==> src/rtl/core/eefa_pkg.sv <==
package eefa_pkg;

    localparam int FRAC_BITS = 53;
    localparam int EXP_BITS  = 32;
    localparam int QUEUE_DEPTH = 4;
    localparam int QUEUE_AW = $clog2(QUEUE_DEPTH);
    // wide exponent keeps unpack and intermediate sums exact
    localparam int XW = EXP_BITS + 3;
    // working mantissa: quotient FRAC_BITS+3 bits, product 2*FRAC_BITS
    localparam int PW = 2 * FRAC_BITS;
    localparam int SW = FRAC_BITS + 4;
    localparam int DIV_STEPS = FRAC_BITS + 2;
    localparam int PIPE = DIV_STEPS + 4;

    typedef enum logic [2:0] {
        MODE_ADD = 3'd0,
        MODE_SUB = 3'd1,
        MODE_MUL = 3'd2,
        MODE_DIV = 3'd3,
        MODE_CMP = 3'd4,
        MODE_NEG = 3'd5
    } t_mode;

    typedef struct packed {
        logic                 sign;
        logic [FRAC_BITS-1:0] frac;
        logic signed [XW-1:0] exp;
        logic                 zero;
    } t_num;

    typedef struct packed {
        logic [2:0] mode;
        t_num       a;
        t_num       b;
    } t_item;

    typedef struct packed {
        logic                   sign;
        logic [FRAC_BITS-1:0]   frac;
        logic [EXP_BITS-1:0]    exp;
        logic                   less;
        logic                   equal;
        logic                   div_zero;
        logic                   exp_overflow;
    } t_result;

endpackage

==> src/rtl/core/eefa_queue.sv <==
module eefa_queue
    import eefa_pkg::*;
(
    input  logic   i_clk,
    input  logic   i_rst_n,
    input  logic   i_push,
    input  t_item  i_item,
    input  logic   i_pop,
    output logic   o_valid,
    output t_item  o_item,
    output logic   o_full
);

    t_item             r_mem [QUEUE_DEPTH];
    logic [QUEUE_AW-1:0] r_wp, r_rp;
    logic [QUEUE_AW:0]   r_cnt;
    logic do_pop;

    assign o_valid = (r_cnt != '0);
    assign do_pop  = i_pop && o_valid;
    assign o_item  = r_mem[r_rp];
    assign o_full  = (r_cnt == (QUEUE_AW+1)'(QUEUE_DEPTH));

    always_ff @(posedge i_clk) begin
        if (!i_rst_n) begin
            r_wp <= '0;
            r_rp <= '0;
            r_cnt <= '0;
        end else begin
            if (i_push) r_wp <= r_wp + 1'b1;
            if (do_pop) r_rp <= r_rp + 1'b1;
            r_cnt <= r_cnt + (QUEUE_AW+1)'(i_push) - (QUEUE_AW+1)'(do_pop);
        end
        if (i_push) r_mem[r_wp] <= i_item;
    end

endmodule

==> config.mk <==
export PLATFORM = sky130hd
export DESIGN_NAME = eefa_queue
export DESIGN_NICKNAME = d
export VERILOG_FILES = /design/src/rtl/core/eefa_pkg.sv /design/src/rtl/core/eefa_queue.sv
export SDC_FILE = /design/constraint.sdc
export NUM_CORES = 1
export LEC_CHECK = 0
export ABC_AREA = 1
export BUFFER_PORTS_ARGS = -buffer_cell sky130_fd_sc_hd__buf_2
export CORE_MARGIN = 2
export CORE_UTILIZATION = 57
export DETAILED_ROUTE_END_ITERATION = 10
export HOLD_SLACK_MARGIN = 0.05
export PLACE_DENSITY = 0.79
export SLEW_MARGIN = 25
export SYNTH_ARGS = -nofsm -noshare
export SYNTH_HDL_FRONTEND = slang
export SYNTH_SLANG_ARGS = --single-unit
==> constraint.sdc <==
create_clock -name i_clk -period 5.5 [get_ports i_clk]
set_input_delay 0.275 -clock i_clk [delete_from_list [all_inputs] [get_ports i_clk]]
set_output_delay 0.275 -clock i_clk [all_outputs]
set_load 0.02 [all_outputs]
==> metrics.md <==
| Metric | Value |
|---|---|
| Status | finished clean |
| FF+latch area | 22170 sq um |
| Detailed router's first-iteration violation count | 1883 |
| R2r setup slk | 3.17 ns |
| Tmin final | 3.742 ns |
| RD Place Congestion | 0.7787 |
| Worst endpoint required time | 5.22 ns |
| Via count | 17913 |
| # clock sinks | 741 |
| Post-cts sizing count | 0 |
| RSZ-0062 raised after global routing | false |
| Initial antenna violation count | 4 |
| R2r endpoint | r_mem[2][22] |
| Sequential area share after synthesis | 80.19% |
| Share of cells above drive strength 1 | 20.17% |
| Flop pwr share | 44.8% |
| CTS max path bufs | 3 |
| Post-Syn Area | 27640 sq um |
| Worst-margin pin slew | 1.073 ns |
| Crit-path max FO | 151 |
| Total CTS buffers | 72 |
| Width of the die | 224.2 um |
| Die Ht | 224.2 um |
| Power Density | 435.8 nW/um^2 |
| Hold Path Class | input port to register |
| Post-route antenna net violation count | 0 |
| Slew margin rel. | 28.48% |
| Drt pass-1 iters | 5 |
| Setup Fix Bufs, Post-CTS | 0 |
| Starting density of the core | 57.76% |
| VDD IR-drop max | 454.4 uV |
| Post-detail-place hpwl | 32510 um |
| Worst setup path category | register to output pin |
| Maxcap violations | 0 |
| Leak | 11.89 nW |
| Final setup vio count | 0 |
| Cell-internal power | 10.23 mW |
| Area occupied by multi-input gates | 4573 sq um |
| Final Max Slew Viols | 0 |
| # port buffers | 371 |
| Worst r2r path cells | 5 |
| Number of flops mapped to enable cells by yosys | 732 |
| Final nets | 2548 |
| Tcrit/Tclk final | 68.04% |
| Final wirelength | 64320 um |
| Worst Skew | 0.01749 ns |
| Worst Hold End | r_mem[2][177] |
| Core area | 47850 sq um |
| GR Util All Layers | 24.99% |
| Crit path launch type | register |
| Final Hold Slack | 0.4269 ns |
| CTS tree | done |
| Drt wl/cell | 21.23 um |
| # DRC | 0 |
| Synth unique cells | 21 |
| Setup TNS | 0 ns |
| Syn_nets | 2025 |
| Power share of the clock group | 32.1% |
| H-tree depth | 3 |
| CP arrival | 3.47 ns |
| Gr ovfl total | 0 |
| Sw Ratio | 30.58% |
| Boundary Pins | 372 |
| Die area | 50260 sq um |
| Hold path depth | 2 |
| Hold_sp | i_item[177] |
| Endpoint type of the worst setup path | output pin |
| Average size of a mapped cell | 15.09 sq um |
| Synth warnings | 0 |
| Clock Tree Root | clkbuf_16 |
| Clock-pin slew on the worst setup and hold paths | 0.06 ns |
| Final Hold Vio Count | 0 |
| Fillers | 2854 |
| Vias in the first global route | 17859 |
| Layout area overhead | 22.34% |
| First-pass GRT wire length | 96510 um |
| Routed vias/inst | 5.912 |
| R2r startpoint | r_wp[0] |
| Number of synthesized register bits | 741 |
| Net Sw Power | 4.506 mW |
| Largest net degree at the start of global routing | 241 |
| F_max | 267.2 MHz |
| Post-synth ARST share | 0% |
| Worst-Skew Late Latency | 0.60 ns |
| Cell row count | 80 |
| Cells after synthesis | 1831 |
| Gate power share | 23.1% |
| Main synth FF type | edfxtp_1 |
## cell type report
class / instances / area share (%)
well taps: 615 / 2.276
clock inverters: 33 / 0.7512
repair buffers: 570 / 11.57
inverters: 17 / 0.3220
clock buffers: 97 / 5.951
diodes: 5 / 0.03701
multi-input cells: 952 / 13.53
flip-flops and latches: 741 / 65.57
## repair_timing
action	4_1_cts	5_1_grt
endpoints found under the setup margin	0	0
hold endpoints to repair	741	0
hold buffers	186	0
## synth_stat cells (3+ instances only)
library cell	instances	area, sq um
ha_1	6	75.07
inv_1	16	60.06
a21oi_1	5	25.02
clkbuf_2	10	50.05
nor2_1	372	1396
buf_2	21	105.1
o21ai_1	152	760.7
buf_6	36	405.4
edfxtp_1	732	21980
o22ai_1	183	1145
buf_12	3	60.06
o21ai_0	216	1081
dfxtp_1	9	180.2
clkbuf_1	48	180.2
nand2_1	14	52.55
## through the flow
step / power, mW / setup WS, ns / utilization [%] / cell area (sq um) / std cells
finish: 14.73 / 1.758 / 70.66 / 33810 / 3030
global route: 15.25 / 1.528 / 70.66 / 33810 / 3029
CTS: 14.73 / 1.606 / 70.58 / 33770 / 3024
detailed placement: 9.930 / 2.257 / 61.95 / 29640 / 2708
global placement: 9.830 / 2.391 / 61.95 / 29640 / 2708
floorplan: 8.972 / 0.8619 / - / 27640 / 1831
## worst max-delay path, stage by stage, from the launching register on
cell      delay (ns)
dfxtp_4         0.85
clkinv_8        0.50
buf_16          0.36
buf_4           0.43
o21ai_0         0.25
o22ai_1         0.09
buf_2           0.17
## sequential cells by signal (all words and copies together) (netlist names), named ones only
signal / flops
r_rp: 2
r_wp: 2
r_mem: 732
r_cnt: 3
## placed cells by master (no fill, tap or decap), drive strengths merged
| cell | synthesis | layout |
|---|---|---|
| a21boi | 1 | 1 |
| a21oi | 5 | 5 |
| buf | 63 | 384 |
| bufinv | 0 | 4 |
| clkbuf | 58 | 97 |
| clkinv | 0 | 27 |
| clkinvlp | 0 | 1 |
| dfxtp | 9 | 9 |
| diode | 0 | 5 |
| dlygate4sd3 | 0 | 186 |
| edfxtp | 732 | 732 |
| fa | 1 | 1 |
| ha | 6 | 6 |
| inv | 17 | 18 |
| nand2 | 14 | 14 |
| nand3 | 2 | 2 |
| nor2 | 372 | 372 |
| o21ai | 368 | 368 |
| o22ai | 183 | 183 |
## power groups by stage
stage	logic, mW	clock network, mW	registers, mW
after CTS	3.34	4.78	6.60
after detailed placement	3.22	0	6.72
after floorplan	2.30	0	6.67
after global placement	3.13	0	6.70
after global routing	3.63	5.00	6.62
final	3.40	4.73	6.60
## metal layers
metal	wire length [um]	part of all wire, %	vias to the layer above	global-route usage, %
met5	0	0	-	0
met4	2221	3.5	0	10.92
met3	5505	8.6	141	5.483
met2	32550	51	985	42.68
met1	24040	37	8783	30.94
li1	-	-	8004	-
## worst max-delay path by stage
stage               slack (ns)  cells after the start     start          end
floorplan                 0.86                      4   r_wp[0]  r_mem[2][0]
global placement          2.39                      5  register  o_item[102]
detailed placement        2.26                      5  register  o_item[102]
CTS                       1.61                      5  register  o_item[102]
global route              1.53                      6  register   o_item[91]
finish                    1.76                      6  register  o_item[102]
## logic make-up (layout without fill, tap and decap cells)
family / after synthesis / in the layout / synth area share, %
AOI/OAI and AO/OA: 557 / 557 / 10.92
adders and majority gates: 7 / 7 / 0.3441
buffers and inverters: 138 / 717 / 3.264
DFF: 741 / 741 / 80.19
other: 0 / 5 / 0
and+or+nand+nor: 388 / 388 / 5.279
Note: power is estimated with default switching activity, not from simulation.
