===== src/rtl/core/eefa_pkg.sv =====
package eefa_pkg;

    localparam int FRAC_BITS = 53;
    localparam int EXP_BITS  = 32;
    localparam int QUEUE_DEPTH = 4;
    localparam int QUEUE_AW = $clog2(QUEUE_DEPTH);
    // wide exponent keeps unpack and intermediate sums exact
    localparam int XW = EXP_BITS + 3;
    // working mantissa: quotient FRAC_BITS+3 bits, product 2*FRAC_BITS
    localparam int PW = 2 * FRAC_BITS;
    localparam int SW = FRAC_BITS + 4;
    localparam int DIV_STEPS = FRAC_BITS + 2;
    localparam int PIPE = DIV_STEPS + 4;

    typedef enum logic [2:0] {
        MODE_ADD = 3'd0,
        MODE_SUB = 3'd1,
        MODE_MUL = 3'd2,
        MODE_DIV = 3'd3,
        MODE_CMP = 3'd4,
        MODE_NEG = 3'd5
    } t_mode;

    typedef struct packed {
        logic                 sign;
        logic [FRAC_BITS-1:0] frac;
        logic signed [XW-1:0] exp;
        logic                 zero;
    } t_num;

    typedef struct packed {
        logic [2:0] mode;
        t_num       a;
        t_num       b;
    } t_item;

    typedef struct packed {
        logic                   sign;
        logic [FRAC_BITS-1:0]   frac;
        logic [EXP_BITS-1:0]    exp;
        logic                   less;
        logic                   equal;
        logic                   div_zero;
        logic                   exp_overflow;
    } t_result;

endpackage


===== src/rtl/core/eefa_front.sv =====
module eefa_front
    import eefa_pkg::*;
(
    input  logic                       i_clk,
    input  logic                       i_rst_n,
    input  logic                       i_take,
    input  logic [2:0]                 i_mode,
    input  logic                       i_a_sign,
    input  logic [FRAC_BITS-1:0]       i_a_frac,
    input  logic signed [EXP_BITS-1:0] i_a_exp,
    input  logic                       i_b_sign,
    input  logic [FRAC_BITS-1:0]       i_b_frac,
    input  logic signed [EXP_BITS-1:0] i_b_exp,
    output logic                       o_valid,
    output t_item                      o_item
);

    logic  r_valid;
    t_item r_item;

    function automatic t_num unpack(input logic s, input logic [FRAC_BITS-1:0] f,
                                    input logic signed [EXP_BITS-1:0] e);
        t_num n;
        int   t;
        t = 0;
        for (int i = 0; i < FRAC_BITS; i++) begin
            if (f[i]) t = FRAC_BITS - 1 - i;
        end
        n.zero = (f == '0);
        n.sign = n.zero ? 1'b0 : s;
        n.frac = n.zero ? '0 : (f << t);
        n.exp  = n.zero ? '0 : (XW'(e) - XW'(t));
        return n;
    endfunction

    always_ff @(posedge i_clk) begin
        if (!i_rst_n) begin
            r_valid <= 1'b0;
        end else begin
            r_valid <= i_take;
        end
        r_item <= '{mode: i_mode,
                    a: unpack(i_a_sign, i_a_frac, i_a_exp),
                    b: unpack(i_b_sign, i_b_frac, i_b_exp)};
    end

    assign o_valid = r_valid;
    assign o_item  = r_item;

endmodule


===== config.mk =====
export PLATFORM = sky130hd
export DESIGN_NAME = eefa_front
export DESIGN_NICKNAME = d
export VERILOG_FILES = /design/src/rtl/core/eefa_pkg.sv /design/src/rtl/core/eefa_front.sv
export SDC_FILE = /design/constraint.sdc
export NUM_CORES = 1
export LEC_CHECK = 0
export BUFFER_PORTS_ARGS = -buffer_cell sky130_fd_sc_hd__buf_2
export CAP_MARGIN = 20
export CELL_PAD_IN_SITES_DETAIL_PLACEMENT = 1
export CELL_PAD_IN_SITES_GLOBAL_PLACEMENT = 2
export CORE_ASPECT_RATIO = 1.5
export CORE_MARGIN = 3
export CORE_UTILIZATION = 30
export CTS_CLUSTER_DIAMETER = 80
export DETAILED_ROUTE_END_ITERATION = 16
export HOLD_SLACK_MARGIN = 0.08
export PLACE_DENSITY = 0.84
export SLEW_MARGIN = 0
export SYNTH_ARGS = -nofsm -noshare
export SYNTH_HDL_FRONTEND = slang
export SYNTH_SLANG_ARGS = --single-unit
export TNS_END_PERCENT = 50

===== constraint.sdc =====
create_clock -name i_clk -period 6.3 [get_ports i_clk]
set_input_delay 0.315 -clock i_clk [delete_from_list [all_inputs] [get_ports i_clk]]
set_output_delay 0.315 -clock i_clk [all_outputs]
set_load 0.01 [all_outputs]

==> flow_summary.ini, run 1 <==
[timing]
post-route-period-util_pct = 75.56
setup_violations = 0
worst_pin_slew_ns = 1.122
setup-tns-final_ns = 0
timing.fmax_mhz = 210.1
maxSlewViolCount = 0
maxSlewHeadroom_pct = 24.98
hold_viol = 0
layout_min_cycle_time_ns = 4.760
rsz0062_at_grt = false
setup_slack_ns = 1.540
hold_slack_ns = 0.1161

[min_path]
hold_path_class = input port to flip-flop
hold_path.startpoint = i_a_exp[31]

[cells_and_area]
layout_commonest_cell = buf_2
final_util_pct = 37.60
syn_to_final_growth_pct = 22.85
final_cell_mix = 362 x buf_2, 222 x nor2_1, 180 x dfxtp_1
instances_no_fill = 2537
finalInstanceArea_sq_um = 15930
layout-drive-gt1-share_pct = 25.24
final_nets = 2148

[synthesis]
netlist_top_cells_area = dfxtp_1 28%, mux2i_1 11%, nor2_1 6.5%
yosysTopAreaCell = dfxtp_1
ys.warnings.count = 0
ys.flop_type = dfxtp_1
synth.cell_area_sq_um = 12960
avgSynthCellArea_sq_um = 7.930
seq_area_frac_synth_pct = 27.79
synth_seq_cells = 180
async_flop_share_pct = 0
synth_nets = 1827
synth_top_area_share_pct = 27.79
synthCells = 1635
ys_types = 86
synth_edf_count = 0

[placed_design]
place_inst = 2493
placed_area_sq_um = 15260
io_buffers = 361
dp_slack_ns = 1.112
place_hpwl_microns = 51910
gp_congestion = 1.063

[power_and_ir_drop]
power_density_nw_per_um2 = 219.8
p_leak_nw = 6.828
ir_worst_vdd_mv = 0.1572
p_total_mw = 3.501

[critical_path]
cp.arrival_ns = 5.09
cp.required_ns = 6.63
crit_start = i_b_frac[35]
start_kind = input port
cp_max_fo = 37
worst_setup_path_end_kind = flip-flop
crit_type = input port to flip-flop

[floorplanning]
core_area_sq_um = 42360
io_pins = 362
die_h_microns = 260.6
start_util_pct = 30.61
dieArea_sq_um = 45800
die_w_microns = 175.7
rows = 92

[route]
vias = 14890
drc = 0
routed_wl_microns = 63470
dr.pass1.iters = 5
drt_iter0_markers = 1109
ant_nets = 0
drt-wirelength-per-cell_microns = 25.02
vias_per_cell = 5.868

[clocking]
cts.repair.resized = 0
holdBufCountCts = 7
clockBufferDepth = 2
cts_tree = yes
root_buffer = clkbuf_16
cts_num_sinks = 180
cts-buffers-inserted = 17
cts_setup_buffers = 0
clkSlewWorstSetupHoldPaths_ns = 0.07
cts.htree.levels = 4

[grt]
grt_pass1_wl_microns = 94150
overflow = 0
grt_pass1_vias = 15180
grt_usage_pct = 26.71
antenna_found_initial = 5
grt_max_degree = 52

[run]
max_cap_viol_count = 0

[outcome]
status = complete, no violations
==> power breakdown <==
part	leakage [nW]	internal, mW	switching [mW]
Clock	0.287	0.555	0.505
Sequential	1.52	1.27	0.0363
Combinational	5.02	0.419	0.719
==> worst paths after layout <==
| kind | endpoint | slack (ns) | depth (start not counted) |
|---|---|---|---|
| worst max-delay path | o_item[31]$_SDFF_PP0_ | 1.54 | 18 |
| worst min-delay path | o_item[124]$_SDFF_PP0_ | 0.12 | 3 |
==> synthesized netlist by cell type (7+ instances only) <==
library cell	number
nor2b_1	17
a21oi_1	77
and3_1	12
xnor2_1	37
buf_1	8
mux2i_1	137
inv_1	37
nand3_1	19
o221ai_1	27
o32ai_1	14
a221oi_1	23
o211ai_1	20
o21a_1	10
nor4_1	29
or3_1	24
a21o_1	15
a211oi_1	18
o22ai_1	52
mux2_2	45
a2bb2oi_1	7
ha_1	12
a31oi_1	12
o31ai_1	9
buf_2	14
nand2_1	134
o21ai_1	9
a32o_1	7
o2bb2ai_1	9
nor3_1	59
o21bai_1	10
and2_1	14
clkbuf_1	56
buf_4	12
a211o_1	12
nor2_1	224
a22oi_1	22
o21ai_0	53
xor2_1	13
or4_1	21
nand2b_1	18
dfxtp_1	180
==> state kept, by name, indices dropped and copies added (netlist names) <==
signal,flops
o_item,179
o_valid,1
==> cells by family after synthesis <==
group	Yosys count	synth area share (%)
AND/OR/NAND/NOR	597	21.59
AO/OA/AOI/OAI	471	26.04
multiplexers	185	14.86
flip-flops	180	27.79
buffers and inverters	138	4.874
XOR/XNOR	50	3.378
adder cells (fa/ha/maj)	14	1.467
==> layout make-up <==
class                      count  area, sq um
clock buffer                  21        470.5
inverter                      42        160.2
fill                        5269        26430
clock inverter                11        111.4
tap                          564        705.7
timing repair buffer         398         2100
sequential                   180         3603
multi-input combinational   1317         8767
antenna                        4        10.01
==> metal layers <==
| metal | wire, microns | vias up | track usage [%] |
|---|---|---|---|
| met1 | 22170 | 7312 | 26.79 |
| met5 | 0 | - | 0 |
| met3 | 3676 | 179 | 4.658 |
| met4 | 4249 | 0 | 16.33 |
| met2 | 33380 | 602 | 50.66 |
| li1 | - | 6795 | - |
==> critical path: stages <==
cell	delay, ns
buf_2	0.14
or4_1	0.54
o311ai_1	0.11
nand4_1	0.19
or4_1	0.79
nand2_8	0.14
inv_4	0.17
fa_1	0.47
a21o_1	0.21
a21oi_1	0.25
nor2_1	0.07
o21a_1	0.20
or4_1	0.65
nor2b_1	0.29
nand2_1	0.12
nor3_1	0.21
xnor2_1	0.15
nor2_1	0.06
Note: power is estimated with default switching activity, not from simulation.
==> run 2: changes to the inputs <==
Settings changed: CORE_UTILIZATION 30 to 27, PLACE_DENSITY 0.84 to 0.8.
Clock period 6.3 ns to 4 ns, I/O delays scaled along.
==> flow_summary.ini, run 2 (synthesis gave the netlist of run 1 again) <==
[clocking]
root_buffer = clkbuf_16
clkSlewWorstSetupHoldPaths_ns = 0.07
cts.htree.levels = 4
cts_tree = yes
clockBufferDepth = 2
cts_num_sinks = 180
cts-buffers-inserted = 17

[timing]
rsz0062_at_grt = false
post-route-period-util_pct = 92.89
hold_slack_ns = 0.09949
maxSlewViolCount = 0
setup_violations = 0
setup_slack_ns = 0.2845
timing.fmax_mhz = 269.1
worst_pin_slew_ns = 0.8250
hold_viol = 0
maxSlewHeadroom_pct = 44.67
layout_min_cycle_time_ns = 3.715

[route]
vias = 15540
maxUsedRoutingLayer = met5
met1_length_microns = 24820
vias_per_cell = 5.553
ant_nets = 0
dr.pass1.iters = 5
met3WireLength_microns = 2781
routed-wl-met2_microns = 39060
drt-wirelength-per-cell_microns = 25.05
routed_wl_microns = 70090
drc = 0
drt_iter0_markers = 808

[grt]
overflow = 0
grt_max_degree = 52
grt_pass1_wl_microns = 102300
antenna_found_initial = 9
grt_pass1_vias = 16500
grt_usage_pct = 26.51

[critical_path]
worst_setup_path_end_kind = flip-flop
crit_type = input port to flip-flop
cp.arrival_ns = 4.06
cp.required_ns = 4.34
start_kind = input port
cp_max_fo = 5

[floorplanning]
io_pins = 362
core_area_sq_um = 47090
die_h_microns = 274.4
rows = 97
dieArea_sq_um = 50740
die_w_microns = 184.9
start_util_pct = 27.53

[placed_design]
io_buffers = 361
place_hpwl_microns = 57500
gp_congestion = 1.005
dp_slack_ns = -0.2248

[power_and_ir_drop]
p_leak_nw = 7.936
power_density_nw_per_um2 = 322.9
ir_worst_vdd_mv = 0.2413

[cells_and_area]
layout-drive-gt1-share_pct = 31.68
syn_to_final_growth_pct = 38.27
final_cell_mix = 361 x buf_2, 222 x nor2_1, 209 x buf_4
final_util_pct = 38.07
largest_reg_flops = 179
layout_commonest_cell = buf_2
final_nets = 2376

[min_path]
hold_path_class = input port to flip-flop

[outcome]
status = complete, no violations

[run]
max_cap_viol_count = 0
run 2: changes by cell type in the layout (fill, tap and decap cells not counted), moves of 3 or more:
cell and delta:
buf_4 +180, inv_8 +3, nor3_1 -5, nor3_2 +4
dlygate4sd3_1 +48, diode_2 +3
run 2: layout make-up:
cell class                 count  area, sq um
fill                        5787        29160
multi-input combinational   1317         8866
timing repair buffer         626         3946
sequential                   180         3603
tap                          594        743.2
clock buffer                  19        452.9
inverter                      42        165.2
clock inverter                13        132.6
antenna                        7        17.52
run 2: final timing paths:
path | from | end | depth (start not counted)
worst max-delay path | i_b_frac[35] | o_item[30]$_SDFF_PP0_ | 18
worst min-delay path | i_b_exp[24] | o_item[25]$_SDFF_PP0_ | 3
run 2: repair_timing:
| item | in CTS | in global routing |
|---|---|---|
| gates resized for setup | 0 | 1 |
| endpoints found under the setup margin | 0 | 1 |
| endpoints found under the hold margin | 56 | 0 |
| buffers inserted | 0 | 0 |
| hold buffers | 55 | 0 |
run 2: critical path, cell delays in order:
cell and delay, ns:
buf_2 0.10, or4_1 0.52, o311ai_1 0.10, nand4_1 0.22, or4_1 0.67, nand2_8 0.13, inv_8 0.04, ha_1 0.26
nor2b_1 0.13, o21ai_0 0.22, a211oi_1 0.12, o21a_1 0.19, o21a_1 0.19, nor3_2 0.21, nand3b_1 0.24, nor3b_1 0.31
xnor2_1 0.15, nor2_1 0.05
run 2: where the power goes:
group	internal (mW)	switching, mW
sequential	2.00	0.0675
combinational	0.829	1.19
clock	0.864	0.842
run 2: routing by layer:
layer  GRT usage, %  vias to the layer above
met1          26.47                     7637
met2          53.16                      493
met3          2.999                      143
li1               -                     7261
met5              0                        -
met4          12.53                        2
run 2: through the flow:
stage | total power, mW | instances | instance area, sq um | TNS (ns)
finish | 5.789 | 2798 | 17930 | 0
global route | 6.053 | 2797 | 17920 | 0
CTS | 5.835 | 2790 | 17900 | 0
detailed placement | 4.070 | 2703 | 16760 | -2.599
global placement | 4.049 | 2703 | 16760 | -0.9603
floorplan | 3.082 | 1635 | 13130 | -0.4284
==> run 3: changes to the inputs <==
Settings changed: CAP_MARGIN 20 to not set, CELL_PAD_IN_SITES_GLOBAL_PLACEMENT 2 to 1, CORE_UTILIZATION 27 to 35, PLACE_DENSITY 0.8 to 0.81.
==> flow_summary.ini, run 3 (synthesis gave the netlist of run 1 again) <==
[floorplanning]
start_util_pct = 35.75
io_pins = 362
die_w_microns = 163.1
rows = 85
dieArea_sq_um = 39440
core_area_sq_um = 36270
die_h_microns = 241.7

[timing]
hold_viol = 0
maxSlewViolCount = 0
rsz0062_at_grt = true
layout_min_cycle_time_ns = 3.891
maxSlewHeadroom_pct = 30.78
timing.fmax_mhz = 257.0
setup_slack_ns = 0.1085
hold_slack_ns = 0.07785
setup_violations = 0
worst_pin_slew_ns = 1.035
post-route-period-util_pct = 97.29

[grt]
grt_usage_pct = 35.02
grt_pass1_wl_microns = 105500
grt_max_degree = 52
grt_pass1_vias = 16930
antenna_found_initial = 7
overflow = 0

[critical_path]
critPathSlowestCell = or4_4
crit_type = input port to flip-flop
cp_max_fo = 5
cp_cell_sequence = buf_2 -> or4_4 -> nor3_2 -> o311ai_1 -> or3_1 -> nand2_1 -> inv_2 -> fa_2 -> a21o_1 -> a21oi_2 -> o21bai_1 -> a211o_1 -> or2_4 -> nand2b_4 -> nand2b_4 -> nor3_4 -> xnor2_1 -> nor2_1
start_kind = input port
worst_setup_path_end_kind = flip-flop
cp.required_ns = 4.33
cp.arrival_ns = 4.23
slowest_delay_ns = 0.57
cp_common_cell = nand2b_4

[clocking]
clockBufferDepth = 2
cts-buffers-inserted = 17
clkSlewWorstSetupHoldPaths_ns = 0.08
cts.htree.levels = 4
cts_tree = yes
root_buffer = clkbuf_16
cts_setup_buffers = 0
cts_num_sinks = 180

[outcome]
status = complete, no violations

[route]
drc = 0
vias = 16240
ant_nets = 0
dr.pass1.iters = 6
drt-wirelength-per-cell_microns = 27.21
vias_per_cell = 6.145
routed_wl_microns = 71910
drt_iter0_markers = 1273

[placed_design]
place_hpwl_microns = 54630
placed_area_sq_um = 16340
gp_congestion = 1.044
place_inst = 2552
io_buffers = 361
dp_slack_ns = -0.1892

[cells_and_area]
layout_commonest_cell = buf_2
final_cell_mix = 361 x buf_2, 222 x nor2_1, 180 x dfxtp_1
syn_to_final_growth_pct = 34.83
instances_no_fill = 2643
final_nets = 2338
largest_reg_flops = 179
layout-drive-gt1-share_pct = 30.66
finalInstanceArea_sq_um = 17480

[min_path]
hold_path_class = input port to flip-flop

[power_and_ir_drop]
p_leak_nw = 7.758
ir_worst_vdd_mv = 0.3053
p_total_mw = 5.775
power_density_nw_per_um2 = 330.4

[run]
max_cap_viol_count = 0
==> run 3: changes by cell type in the layout (fill, tap and decap cells not counted), sizes merged <==
cell         before  now
clkinv            4    5
diode             7    6
buf             571  535
dlygate4sd3      55   53
clkinvlp          1    0
==> run 3: metal layers <==
metal  GRT usage (%)  vias up  share of wire, %
met5               0        -             0.014
met4           28.63        2               9.5
met3           6.677      315               6.1
met2           63.90      800                51
met1           33.31     7925                33
li1                -     7199                 -
==> run 3: repair_timing <==
action                     CTS  global route
hold endpoints to repair    54             0
resized for setup            0             3
setup endpoints to repair    0             3
hold buffers                53             0
==> run 3: final cells by class <==
type	instances	area, sq um
clock buffers	19	452.9
diodes	6	15.01
flip-flops and latches	180	3603
fillers	4495	18790
well taps	478	598.1
inverters	42	165.2
multi-input cells	1317	8874
clock inverters	13	128.9
repair buffers	588	3643
==> run 3: metrics by stage <==
step	setup TNS [ns]	util, %
floorplan	-0.4284	-
detailed placement	-1.728	45.05
global route	-0.02071	48.19
global placement	-0.2506	45.05
finish	0	48.20
CTS	0	48.12
==> run 3: final timing paths <==
path                startpoint                      to  slack [ns]  depth (start not counted)
setup / recovery  i_a_frac[35]  o_item[121]$_SDFF_PP0_        0.11                         18
hold / removal     i_a_exp[14]  o_item[105]$_SDFF_PP0_        0.08                          3
==> run 3: worst max-delay path, delay by kind of cell <==
kind	cells	cell delay [ns]
and+or+nand+nor	9	2.31
AOI/OAI and AO/OA	5	1.01
adders and majority gates	1	0.34
xor gates and xnor gates	1	0.19
buffers and inverters	2	0.18
==> run 3: power by group <==
| part | internal (mW) | switching [mW] |
|---|---|---|
| Combinational | 0.791 | 1.21 |
| Clock | 0.861 | 0.838 |
| Sequential | 2.00 | 0.0748 |
